**src/hw/rtl/abdv_pkg.sv**
```systemverilog
`default_nettype none
package abdv_pkg;

  localparam int HistoryDepthDefault = 5;
  localparam logic [30:0] NsPerSec = 31'd1000000000;

  localparam logic [1:0] SelX   = 2'd0;
  localparam logic [1:0] SelY   = 2'd1;
  localparam logic [1:0] SelZ   = 2'd2;
  localparam logic [1:0] SelSec = 2'd3;

  typedef struct packed {
    logic signed [31:0] pos_x;
    logic signed [31:0] pos_y;
    logic signed [31:0] pos_z;
    logic [31:0]        stamp_sec;
    logic [29:0]        stamp_nsec;
  } sample_t;

  typedef struct packed {
    logic signed [31:0] vel_x;
    logic signed [31:0] vel_y;
    logic signed [31:0] vel_z;
  } velocity_t;

  typedef struct packed {
    logic       accept;
    logic       load_prev;
    logic       load_cur;
    logic       mul;
    logic       add_dt;
    logic       pair_zero;
    logic       div_start;
    logic       div_store;
    logic       final_div;
    logic       accumulate;
    logic       publish;
    logic [1:0] sel;
  } cmd_t;

  typedef struct packed {
    logic same_pos;
    logic dt_pos;
    logic div_done;
  } status_t;

endpackage
`default_nettype wire

```
**src/hw/rtl/abdv_ctrl.sv**
```systemverilog
`default_nettype none
module abdv_ctrl import abdv_pkg::*; #(
  parameter int HISTORY_DEPTH = HistoryDepthDefault
) (
  input  wire logic    clk,
  input  wire logic    rst,
  input  wire logic    sample_valid,
  output logic         sample_stall,
  output logic         velocity_valid,
  input  wire logic    velocity_stall,
  input  wire status_t status,
  output cmd_t         cmd
);

  localparam int PW = $clog2(HISTORY_DEPTH);

  typedef enum logic [3:0] {
    S_IDLE, S_PREV, S_CUR, S_MUL, S_DT, S_DECIDE, S_DIVS, S_DIVW,
    S_ACC, S_FDIVS, S_FDIVW, S_DONE
  } state_t;

  state_t        state;
  logic [1:0]    sel;
  logic [PW-1:0] pair_cnt;
  logic          last_pair;
  logic          out_free;

  assign sample_stall = (state != S_IDLE);
  assign last_pair    = (pair_cnt == PW'(HISTORY_DEPTH - 2));
  assign out_free     = !velocity_valid || !velocity_stall;

  always_comb begin
    cmd            = '0;
    cmd.sel        = sel;
    cmd.final_div  = (state == S_FDIVS) || (state == S_FDIVW);
    case (state)
      S_IDLE:   cmd.accept    = sample_valid;
      S_PREV:   cmd.load_prev = 1'b1;
      S_CUR:    cmd.load_cur  = 1'b1;
      S_MUL:    cmd.mul       = 1'b1;
      S_DT:     cmd.add_dt    = 1'b1;
      S_DECIDE: cmd.pair_zero = status.same_pos;
      S_DIVS:   cmd.div_start = 1'b1;
      S_DIVW:   cmd.div_store = status.div_done;
      S_ACC:    cmd.accumulate = 1'b1;
      S_FDIVS:  cmd.div_start = 1'b1;
      S_FDIVW:  cmd.div_store = status.div_done;
      S_DONE:   cmd.publish   = out_free;
      default:  cmd = '0;
    endcase
  end

  always_ff @(posedge clk) begin
    if (rst) begin
      state          <= S_IDLE;
      sel            <= SelX;
      pair_cnt       <= '0;
      velocity_valid <= 1'b0;
    end else begin
      if (velocity_valid && !velocity_stall && state != S_DONE) velocity_valid <= 1'b0;
      case (state)
        S_IDLE: if (sample_valid) state <= S_PREV;
        S_PREV: begin
          pair_cnt <= '0;
          state    <= S_CUR;
        end
        S_CUR: begin
          sel   <= SelX;
          state <= S_MUL;
        end
        S_MUL: begin
          if (sel == SelSec) state <= S_DT;
          sel <= sel + 2'd1;
        end
        S_DT: state <= S_DECIDE;
        S_DECIDE: begin
          sel <= SelX;
          if (status.same_pos || !status.dt_pos) state <= S_ACC;
          else state <= S_DIVS;
        end
        S_DIVS: state <= S_DIVW;
        S_DIVW: if (status.div_done) begin
          if (sel == SelZ) state <= S_ACC;
          else begin
            sel   <= sel + 2'd1;
            state <= S_DIVS;
          end
        end
        S_ACC: begin
          sel <= SelX;
          if (last_pair) state <= S_FDIVS;
          else begin
            pair_cnt <= pair_cnt + 1'b1;
            state    <= S_CUR;
          end
        end
        S_FDIVS: state <= S_FDIVW;
        S_FDIVW: if (status.div_done) begin
          if (sel == SelZ) state <= S_DONE;
          else begin
            sel   <= sel + 2'd1;
            state <= S_FDIVS;
          end
        end
        S_DONE: if (out_free) begin
          velocity_valid <= 1'b1;
          state          <= S_IDLE;
        end
        default: state <= S_IDLE;
      endcase
    end
  end

`ifndef SYNTHESIS
  a_done_in_wait: assert property (@(posedge clk) disable iff (rst)
    status.div_done |-> (state == S_DIVW || state == S_FDIVW))
    else $error("divider finished outside a wait state");
  a_publish_free: assert property (@(posedge clk) disable iff (rst)
    cmd.publish |-> (!velocity_valid || !velocity_stall))
    else $error("result overwritten while still pending");
  a_pair_bound: assert property (@(posedge clk) disable iff (rst)
    pair_cnt <= PW'(HISTORY_DEPTH - 2))
    else $error("pair count out of range");
  a_sel_div: assert property (@(posedge clk) disable iff (rst)
    cmd.div_start |-> sel != SelSec)
    else $error("divide started on time select");
`endif

endmodule
`default_nettype wire

```
**config.mk**
```make
export PLATFORM = sky130hd
export DESIGN_NAME = abdv_ctrl
export DESIGN_NICKNAME = d
export VERILOG_FILES = /design/src/hw/rtl/abdv_pkg.sv /design/src/hw/rtl/abdv_ctrl.sv
export SDC_FILE = /design/constraint.sdc
export NUM_CORES = 1
export LEC_CHECK = 0
export BUFFER_PORTS_ARGS = -buffer_cell sky130_fd_sc_hd__buf_2
export CAP_MARGIN = 20
export CORE_MARGIN = 5
export CORE_UTILIZATION = 45
export CTS_BUF_LIST = sky130_fd_sc_hd__clkbuf_16
export DETAILED_ROUTE_END_ITERATION = 10
export GPL_TIMING_DRIVEN = 0
export PLACE_DENSITY = 0.84
export SLEW_MARGIN = 30
export SYNTH_ARGS = -nofsm -noshare
export SYNTH_HDL_FRONTEND = slang
export SYNTH_SLANG_ARGS = --single-unit
```
**constraint.sdc**
```tcl
create_clock -name clk -period 1.58 [get_ports clk]
set_clock_uncertainty 0.15 [all_clocks]
set_input_delay 0.079 -clock clk [delete_from_list [all_inputs] [get_ports clk]]
set_output_delay 0.079 -clock clk [all_outputs]
set_load 0.05 [all_outputs]
```
==> impl_metrics.csv, run 1 <==
group,metric,value,unit
outcome,status,"finished with violations",
outcome,violations,"setup timing",
pwr,clock_power_share,0.152,
drt,dr.max_layer_used,"met4",
floorplan,core,1900,µm²
drt,routed_wl,4710,µm
drt,wl_met3,462,µm
yosys,synthSimpleGateAreaFrac,0.316,
final_layout,fillers,66,
yosys,yosysSeqAreaShare,0.230,
final_layout,synthToLayoutAreaGrowth,99.7,%
worst_setup_path,r2r-end,"state[0]",
clock_network,cts_tree,"done",
global_route,grt_max_degree,11,
pwr,p_sw_frac,0.494,
timing,hold-worst-slack,0.0811,ns
drt,ant_nets,0,
floorplan,rows,16,
global_route,overflow,0,
final_layout,layout_common_cells,"27 x buf_4, 15 x buf_6, 9 x buf_2",
timing,fin_crit_sh,1.11,
timing,timing.fmax,570,MHz
final_layout,antenna_cells,0,
yosys,synthXorXnorAreaFrac,0,
clock_network,clock_sinks,10,
worst_setup_path,critPathMaxStageDelay,0.35,ns
floorplan,initial_utilization,0.458,
timing,hold_viol_final,0,
worst_hold_path,holdPathStages,3,
placement,routabilityCongestion,0.885,
yosys,yosysWarnings,0,
pwr,p_switching,1550,µW
yosys,synth_cells,113,
worst_setup_path,start_kind,"flip-flop",
clock_network,cts-root-buf,"clkbuf_16",
worst_setup_path,crit_path_top_delay_cell,"dfxtp_4",
worst_setup_path,criticalPathCategory,"flip-flop to flip-flop",
clock_network,cts-htree-levels,1,
yosys,synth_compound_area_frac,0.231,
pwr,leakagePower,0.000698,µW
final_layout,multi_input_area,883,µm²
placement,port_buffers,21,
worst_setup_path,reg2reg_from,"state[0]",
drt,drt-wirelength-per-cell,24.5,µm
timing,slew_headroom,0.654,
final_layout,layout-drive-gt1-share,0.648,
final_layout,final_common_cell,"buf_4",
worst_hold_path,holdPathEnd,"sel[1]",
drt,num_vias,1214,
floorplan,die_h,54.0,µm
timing,slew_violations,0,
pwr,p_int,1580,µW
worst_setup_path,r2r_cells,6,
clock_network,numCtsBuffers,3,
global_route,antenna_found_initial,0,
timing,fin_ws,-0.175,ns
worst_setup_path,cp_num_buf_inv,2,
yosys,synth_seq_cells,10,
worst_hold_path,hold_start,"rst",
pwr,ir_drop,0.00219,V
pwr,comb_power_share,0.731,
yosys,avgSynthCellArea,7.71,µm²
yosys,synthDistinctLibCells,37,
final_layout,seq_area,216,µm²
floorplan,dieArea,2910,µm²
placement,dpl.hpwl,1750,µm
clock_network,clk_pin_slew_worst_paths,0.04,ns
timing,fin_crit,1.75,ns
worst_setup_path,path_max_fanout,5,
yosys,synth_area,871,µm²
clock_network,clkLatencyLatePin,0.25,ns
drt,wl_met2,2120,µm
floorplan,die_w,54.0,µm
run,cap_violations,0,
yosys,synthAdderAreaFrac,0.0575,
drt,firstDrtPassIters,4,
drt,avgViaCountPerCell,6.32,
timing,worst_pin_slew,0.519,ns
drt,wl_met1,1820,µm
clock_network,cts_buffer_depth,2,
global_route,grt_pass1_wl,6030,µm
timing,rsz0062_at_grt,"true",
yosys,synth_top_family_by_area,"simple AND/OR/NAND/NOR gates",
floorplan,pin_count,22,
worst_hold_path,hp-class,"input port to flip-flop",
worst_setup_path,r2r_slack,-0.17,ns
drt,drt_iter0_drc,84,
worst_setup_path,crit_required,1.57,ns
yosys,synthMuxAreaShare,0.0819,
worst_setup_path,cp.arrival,1.75,ns
timing,setup_viol,19,
final_layout,fin_nets,177,
worst_setup_path,cp-end-kind,"flip-flop",
global_route,grt_util_all_layers,0.305,
drt,drc,0,
worst_setup_path,cp_top_family,"compound AO/OA/AOI/OAI gates",
final_layout,finalCoreUtilization,0.914,
worst_setup_path,path_cells,"buf_8 > buf_4 > nand3_1 > o21ai_0 > a31oi_4 > mux2i_1",
pwr,seqPwrFrac,0.117,
global_route,grt_pass1_vias,1140,
yosys,syn-num-nets,124,
pwr,power_density,1800,nW/µm²
Yosys cell counts (all sizes together):
| cell type | instances | share of area |
|---|---|---|
| or3b | 1 | 0.010 |
| a21boi | 1 | 0.0086 |
| a21oi | 10 | 0.057 |
| a31oi | 2 | 0.022 |
| nor2b | 7 | 0.050 |
| a2111oi | 2 | 0.042 |
| nand3 | 4 | 0.023 |
| ha | 4 | 0.057 |
| a22o | 1 | 0.010 |
| nand2b | 7 | 0.050 |
| a311o | 1 | 0.011 |
| o22ai | 1 | 0.0072 |
| o2111ai | 1 | 0.010 |
| dfxtp | 10 | 0.23 |
| mux2 | 1 | 0.013 |
| a211oi | 1 | 0.0086 |
| nor4b | 1 | 0.017 |
| or4 | 2 | 0.017 |
| and3 | 1 | 0.0072 |
| nor3 | 7 | 0.040 |
| nand2 | 8 | 0.037 |
| o21ai | 6 | 0.034 |
| nor4 | 1 | 0.0072 |
| inv | 5 | 0.022 |
| buf | 8 | 0.057 |
| nor3b | 1 | 0.0086 |
| mux2i | 6 | 0.069 |
| o221ai | 1 | 0.010 |
| a221oi | 1 | 0.010 |
| nor2 | 9 | 0.039 |
| clkbuf | 1 | 0.0043 |
| nand3b | 1 | 0.0086 |
power groups by stage:
stage               Clock [µW]  Combinational [µW]  Sequential (µW)
global placement             0                1230              352
global route               488                2350              368
CTS                        474                1690              354
floorplan                    0                1030              345
finish                     476                2290              366
detailed placement           0                1260              356
worst min-delay path, cell delays in order:
cell      delay, ns
buf_2          0.16
nand2b_1       0.12
mux2i_1        0.06
worst max path at each step:
stage	from	end	slack, ns	depth (start not counted)
2_1_floorplan	state[0]	cmd[5]	-0.36	4
3_3_place_gp	state[0]	cmd[5]	-0.19	5
3_5_place_dp	state[0]	cmd[5]	-0.21	5
4_1_cts	state[0]	cmd[5]	-0.13	5
5_1_grt	state[0]	state[0]	-0.20	6
6_report	state[0]	state[0]	-0.17	6
routing by layer:
metal / GRT usage / vias up
met1: 0.339 / 571
met2: 0.504 / 95
met5: 0 / -
met4: 0.212 / 0
li1: - / 517
met3: 0.0803 / 31
flip-flops by register name, summed over array words and instances, names as in the netlist:
signal          count
pair_cnt            3
sel                 2
state               4
velocity_valid      1
final cells by class:
| type | count | share of cell area |
|---|---|---|
| Buffer | 9 | 0.0597 |
| Clock buffer | 3 | 0.0432 |
| Clock inverter | 1 | 0.00216 |
| Inverter | 5 | 0.0180 |
| Multi-Input combinational cell | 89 | 0.508 |
| Sequential cell | 10 | 0.124 |
| Tap cell | 27 | 0.0194 |
| Timing Repair Buffer | 48 | 0.225 |
timing repair:
item                                   4_1_cts  5_1_grt
resized for setup                           55       44
buffers inserted                            18        8
hold buffers                                 1        0
setup endpoints to repair                   23       23
pin swaps                                    6        9
endpoints found under the hold margin        1        0
cell families after synthesis:
family                   Yosys count
multiplexers                       7
AND/OR/NAND/NOR                   50
adder cells (fa/ha/maj)            4
AO/OA/AOI/OAI                     28
flip-flops                        10
buffers and inverters             14
stage by stage:
step	instance area (µm²)	total power, µW	std cells	TNS [ns]	setup slack (ns)
finish	1740	3130	192	-1.51	-0.175
global route	1740	3210	192	-2.26	-0.202
global placement	1100	1580	161	-0.962	-0.191
detailed placement	1100	1610	161	-1.32	-0.205
floorplan	958	1380	113	-0.901	-0.361
CTS	1500	2510	184	-0.743	-0.135
Note: power is estimated with default switching activity, not from simulation.
==> run 2: changes to the inputs <==
==> constraint.sdc (replaced) <==
create_clock -name clk -period 1.58 [get_ports clk]
set_clock_uncertainty 0.15 [all_clocks]
set_input_delay 0.316 -clock clk [delete_from_list [all_inputs] [get_ports clk]]
set_output_delay 0.316 -clock clk [all_outputs]
set_load 0.05 [all_outputs]
==> run 2 against run 1 <==
Synthesized cell count unchanged; the flow now stops in global routing; synthesized area unchanged.
==> impl_metrics.csv, run 2 <==
group,metric,value,unit
outcome,status,"aborted with a tool error",
outcome,lastStage,"global routing",
outcome,error_line,"[ERROR DPL-0038] Utilization greater than 100%, impossible to legalize",
yosys,syn-num-nets,124,
yosys,yosys-top-cells-count,"10 x a21oi_1, 10 x dfxtp_1, 9 x nor2_1",
placement,post-place-ws,-0.294,ns
yosys,avgSynthCellArea,7.71,µm²
yosys,synth_top_cell_by_area,"dfxtp_1",
clock_network,numCtsBuffers,3,
placement,dpl.hpwl,1900,µm
global_route,grt_max_degree,11,
clock_network,clock_sinks,10,
floorplan,die_w,54.0,µm
yosys,synth_area,871,µm²
timing,worst_path_end_type,"primary output",
timing,postGrtWorstEndpoint,"cmd[5]",
yosys,synth_edf_count,0,
clock_network,cts-root-buf,"clkbuf_16",
clock_network,cts-htree-levels,1,
yosys,synthDistinctLibCells,37,
yosys,synthTopCellsByArea,"dfxtp_1 23%, mux2i_1 6.9%, a21oi_1 5.7%",
yosys,yosysWarnings,0,
yosys,synthArstFlopShare,0,
yosys,synth_seq_cells,10,
yosys,synth_top_area_frac,0.230,
yosys,yosysSeqAreaShare,0.230,
clock_network,cts_hold_buf,0,
clock_network,cts_buffer_depth,2,
yosys,ys.flop_type,"dfxtp_1",
yosys,synth_cells,113,
placement,port_buffers,21,
placement,routabilityCongestion,0.867,
floorplan,initial_utilization,0.458,
floorplan,die_h,54.0,µm
floorplan,rows,16,
floorplan,pin_count,22,
## run 2: metrics by stage
step	TNS (ns)	cells	area, µm²	utilization
after detailed placement	-2.16	161	1190	0.628
after CTS	-2.95	190	1720	0.903
after global placement	-1.58	161	1190	0.628
after floorplan	-1.68	113	1050	-
## run 2: cell families after synthesis
family	after synthesis	synth area share
compound gates	28	0.231
fa+ha+maj	4	0.0575
buf+inv	14	0.0833
flops	10	0.230
mux	7	0.0819
simple gates	50	0.316
## run 2: what timing repair did
action                                  in CTS
gates resized for setup                     70
pin swaps                                   14
setup buffers                               25
endpoints found under the setup margin      22
==> run 3: changes to the inputs <==
- CORE_AREA: unset -> 5 5 66 68
- CORE_MARGIN: 5 -> unset
- CORE_UTILIZATION: 45 -> unset
- CTS_BUF_LIST: sky130_fd_sc_hd__clkbuf_16 -> unset
- DIE_AREA: unset -> 0 0 71 73
- PLACE_DENSITY: 0.84 -> unset
- PLACE_DENSITY_LB_ADDON: unset -> 0.15
- clock period: 1.58 -> 2.1 ns (I/O delays scaled with it)
==> run 3 against run 2 <==
The run now ends clean.
==> impl_metrics.csv, run 3 (same netlist as run 1, synthesis figures left out) <==
group,metric,value,unit
outcome,status,"completed",
global_route,overflow,0,
final_layout,layout-drive-gt1-share,0.397,
final_layout,stdcell_area,1210,µm²
clock_network,numCtsBuffers,3,
clock_network,cts-root-buf,"clkbuf_8",
pwr,leakagePower,0.000490,µW
placement,place_area,1080,µm²
global_route,antenna_found_initial,0,
pwr,power.total,1460,µW
worst_setup_path,reg2reg_from,"sel[0]",
floorplan,dieArea,5180,µm²
clock_network,cts_hold_buf,0,
timing,worst_pin_slew,0.468,ns
pwr,power_density,1210,nW/µm²
worst_setup_path,start_kind,"flip-flop",
timing,timing.fmax,486,MHz
worst_setup_path,cp_top_family,"flip-flops",
floorplan,die_h,73,µm
placement,port_buffers,21,
drt,routed_wl,2620,µm
worst_setup_path,crit_required,1.53,ns
floorplan,pin_count,22,
worst_setup_path,cp-end-kind,"output port",
drt,drc,0,
floorplan,initial_utilization,0.229,
timing,fin_crit,2.06,ns
final_layout,regMostFlops,"state",
floorplan,rows,23,
floorplan,die_w,71,µm
timing,setup_viol,0,
clock_network,cts_tree,"done",
worst_setup_path,crit_path_top_delay_cell,"dfxtp_2",
clock_network,cts_buffer_depth,2,
global_route,grt_pass1_vias,931,
final_layout,layout_common_cells,"15 x buf_2, 8 x nor2_1, 8 x a21oi_1",
placement,dpl.hpwl,2000,µm
worst_setup_path,cp_num_buf_inv,2,
final_layout,seq_area,206,µm²
worst_setup_path,critPathMaxStageDelay,0.35,ns
timing,fin_crit_sh,0.981,
worst_setup_path,r2r_cells,6,
worst_hold_path,holdPathStages,3,
clock_network,clk_pin_slew_worst_paths,0.05,ns
drt,firstDrtPassIters,4,
timing,tns,0,ns
worst_setup_path,r2r_slack,0.35,ns
floorplan,core,3800,µm²
clock_network,cts-htree-levels,1,
timing,hold_viol_final,0,
final_layout,fin_nets,149,
clock_network,clkLatencyLatePin,0.24,ns
worst_hold_path,hold_start,"velocity_stall",
worst_setup_path,cp.arrival,1.49,ns
timing,slew_headroom,0.688,
worst_setup_path,criticalPathCategory,"flip-flop to output port",
drt,drt-wirelength-per-cell,14.1,µm
worst_setup_path,path_cells,"buf_8 > nand2b_4 > mux2_2 > nor3_2 > buf_6",
worst_setup_path,r2r-end,"state[2]",
drt,drt_iter0_drc,58,
final_layout,reg_top3,"state (4), pair_cnt (3), sel (2)",
final_layout,antenna_cells,0,
drt,ant_nets,0,
worst_hold_path,holdPathEnd,"velocity_valid",
clock_network,clock_sinks,10,
final_layout,fillers,434,
run,cap_violations,0,
drt,avgViaCountPerCell,5.02,
global_route,grt_max_degree,20,
global_route,grt_util_all_layers,0.108,
pwr,ir_drop,0.000337,V
final_layout,multi_input_area,668,µm²
timing,rsz0062_at_grt,"true",
worst_hold_path,hp-class,"input port to flip-flop",
placement,routabilityCongestion,0.796,
worst_setup_path,path_max_fanout,10,
final_layout,synthToLayoutAreaGrowth,39.1,%
drt,num_vias,933,
final_layout,final_common_cell,"buf_2",
timing,hold-worst-slack,0.312,ns
global_route,grt_pass1_wl,4420,µm
timing,slew_violations,0,
final_layout,largest_register_ffs,4,
## run 3: where the power goes
group | internal, µW | switching (µW) | leakage (µW)
clock network | 125 | 70.5 | 0.0000216
registers | 232 | 41.5 | 0.0000829
logic | 344 | 649 | 0.000385
total | 701 | 761 | 0.000490
## run 3: final cells by class
class,instances,area share
multi-input combinational,89,0.552
sequential,10,0.170
timing repair buffer,21,0.116
buffer,8,0.0610
tap,50,0.0517
clock buffer,3,0.0341
inverter,5,0.0155
## run 3: how the worst max path moves through the flow
stage | from | endpoint | slack [ns] | cells past startpoint
6_report | state[2] | cmd[5] | 0.04 | 5
5_1_grt | state[2] | cmd[5] | -0.01 | 5
4_1_cts | state[2] | cmd[5] | 0.007 | 5
3_5_place_dp | state[0] | cmd[5] | -0.05 | 5
3_3_place_gp | state[0] | cmd[5] | -0.02 | 5
2_1_floorplan | state[0] | cmd[5] | -0.14 | 4
## run 3: tightest hold or removal path, stage by stage
cell	delay (ns)
buf_2	0.12
nand2_1	0.06
a21oi_1	0.05
## run 3: metal layers
metal  up-vias  share of wire  GRT usage
met5         -              0          0
met2        30           0.45      0.167
li1        460              -          -
met1       438           0.47      0.140
met4         0          0.019     0.0438
met3         5          0.060     0.0317
## run 3: timing repair
item / CTS / global route
pin swaps: 0 / 1
gates resized for setup: 17 / 16
setup buffers: 0 / 0
endpoints found under the setup margin: 8 / 9
## run 3: metrics by stage
step / instances / worst slack (ns) / util
6_report: 186 / 0.0404 / 0.319
5_1_grt: 186 / -0.0147 / 0.319
4_1_cts: 186 / 0.00657 / 0.306
3_5_place_dp: 184 / -0.0493 / 0.284
3_3_place_gp: 184 / -0.0239 / 0.284
2_1_floorplan: 113 / -0.143 / -
==> run 4: changes to the inputs <==
- REMOVE_ABC_BUFFERS: unset -> 1
==> run 4 against run 3 <==
Setup slack gained 0.050 ns; largest cell class unchanged; die area unchanged; critical path depth shrank 1; first-iteration DRC count decreased by 8.6%; sequential power grew 36%; wire length shrank 3.6%; clock power barely moved; design area decreased by 9.6%; sequential cell count stayed put; non-clock buffer count fell by 5; combinational power decreased by 23%.
==> impl_metrics.csv, run 4 (same netlist as run 1, synthesis figures left out) <==
group,metric,value,unit
outcome,status,"completed",
global_route,overflow,0,
floorplan,core,3800,µm²
global_route,use_met1,0.128,
worst_setup_path,path_cells,"nand2b_4 > mux2_2 > nor3_2 > buf_4",
floorplan,rows,23,
worst_setup_path,cp_top_family,"flip-flops",
clock_network,clk_pin_slew_worst_paths,0.05,ns
clock_network,clkLatencyLatePin,0.23,ns
drt,drc,0,
global_route,grt_pass1_wl,4020,µm
worst_setup_path,path_max_fanout,12,
pwr,ir_drop,0.000328,V
timing,slew_headroom,0.754,
drt,ant_nets,0,
drt,firstDrtPassIters,4,
worst_setup_path,cp-end-kind,"output port",
worst_setup_path,r2r-end,"sel[0]",
final_layout,multi_input_area,627,µm²
pwr,leakagePower,0.000448,µW
final_layout,largest_register_ffs,4,
floorplan,initial_utilization,0.229,
floorplan,die_w,71,µm
timing,fin_ws,0.0904,ns
timing,rsz0062_at_grt,"false",
global_route,antenna_found_initial,0,
drt,drt-wirelength-per-cell,14.0,µm
clock_network,cts_tree,"done",
placement,port_buffers,21,
worst_hold_path,holdPathStages,3,
final_layout,reg_top3,"state (4), pair_cnt (3), sel (2)",
timing,setup_viol,0,
worst_setup_path,critPathMaxStageDelay,0.39,ns
worst_setup_path,criticalPathCategory,"flip-flop to output port",
worst_setup_path,crit_path_top_delay_cell,"dfxtp_4",
drt,num_vias,880,
clock_network,cts_buffer_depth,2,
clock_network,clock_sinks,10,
worst_setup_path,cp.arrival,1.44,ns
worst_setup_path,cp_num_buf_inv,1,
final_layout,fillers,430,
worst_hold_path,hold_start,"velocity_stall",
worst_hold_path,holdPathEnd,"velocity_valid",
pwr,power.total,1340,µW
worst_hold_path,hp-class,"input port to flip-flop",
timing,tns,0,ns
worst_setup_path,start_kind,"flip-flop",
global_route,grt_pass1_vias,805,
worst_setup_path,r2r_cells,5,
final_layout,stdcell_area,1090,µm²
worst_setup_path,reg2reg_from,"state[2]",
final_layout,regMostFlops,"state",
placement,dpl.hpwl,1640,µm
timing,timing.fmax,498,MHz
timing,worst_pin_slew,0.360,ns
global_route,busiest_layer,"met2",
placement,place_area,985,µm²
worst_setup_path,crit_required,1.53,ns
global_route,grt_util_all_layers,0.0974,
run,cap_violations,0,
clock_network,numCtsBuffers,3,
floorplan,pin_count,22,
drt,routed_wl,2530,µm
final_layout,final_common_cell,"buf_2",
pwr,power_density,1220,nW/µm²
timing,slew_violations,0,
drt,avgViaCountPerCell,4.86,
final_layout,synthToLayoutAreaGrowth,25.7,%
clock_network,cts-htree-levels,1,
worst_setup_path,r2r_slack,0.39,ns
final_layout,seq_area,215,µm²
floorplan,die_h,73,µm
placement,routabilityCongestion,0.722,
clock_network,cts-root-buf,"clkbuf_8",
timing,fin_crit_sh,0.957,
final_layout,antenna_cells,0,
global_route,grt_max_degree,25,
drt,drt_iter0_drc,53,
timing,fin_crit,2.01,ns
final_layout,layout_common_cells,"20 x buf_2, 10 x a21oi_1, 9 x nor2_1",
timing,hold_viol_final,0,
floorplan,dieArea,5180,µm²
placement,post-place-ws,-0.427,ns
global_route,globalRouteMet3Util,0.0358,
global_route,use_met2,0.158,
final_layout,layout-drive-gt1-share,0.305,
final_layout,fin_nets,144,
run 4: power by group:
part	internal, µW	switching, µW
Sequential	240	134
Combinational	254	510
Clock	125	73.5
Total	620	717
run 4: how the worst max path moves through the flow:
| stage | start | to | slack, ns | cells past startpoint |
|---|---|---|---|---|
| after global routing | state[3] | cmd[2] | 0.02 | 4 |
| after floorplan | state[2] | cmd[5] | -0.70 | 3 |
| final | state[3] | cmd[5] | 0.09 | 4 |
| after global placement | state[2] | cmd[5] | -0.38 | 4 |
| after detailed placement | state[2] | cmd[5] | -0.43 | 4 |
| after CTS | state[0] | cmd[5] | 0.009 | 3 |
run 4: per-stage QoR:
stage          std cells   util  hold WS, ns
2_1_floorplan        104      -        0.280
3_3_place_gp         175  0.259        0.297
4_1_cts              180  0.284        0.300
5_1_grt              181  0.288        0.333
6_report             181  0.288        0.304
3_5_place_dp         175  0.259        0.312
run 4: final cells by class:
type / count / area share
Inverter: 5 / 0.0171
Sequential cell: 10 / 0.197
Multi-Input combinational cell: 89 / 0.573
Tap cell: 50 / 0.0571
Clock buffer: 3 / 0.0377
Timing Repair Buffer: 24 / 0.119
run 4: layer usage:
metal  wire length (µm)  part of all wire
met1               1110              0.44
met2               1240              0.49
met3                162             0.064
met4                 12            0.0047
met5                  0                 0
run 4: worst min-delay path: cells and delay by family:
| family | cells | cell delay, ns |
|---|---|---|
| compound gates | 1 | 0.05 |
| buf+inv | 1 | 0.11 |
| simple gates | 1 | 0.06 |
run 4: what timing repair did:
action | in CTS | in global routing
setup buffers | 2 | 1
setup endpoints to repair | 14 | 3
endpoints found under the hold margin | 0 | 0
hold buffers | 0 | 0
gates resized for setup | 12 | 2
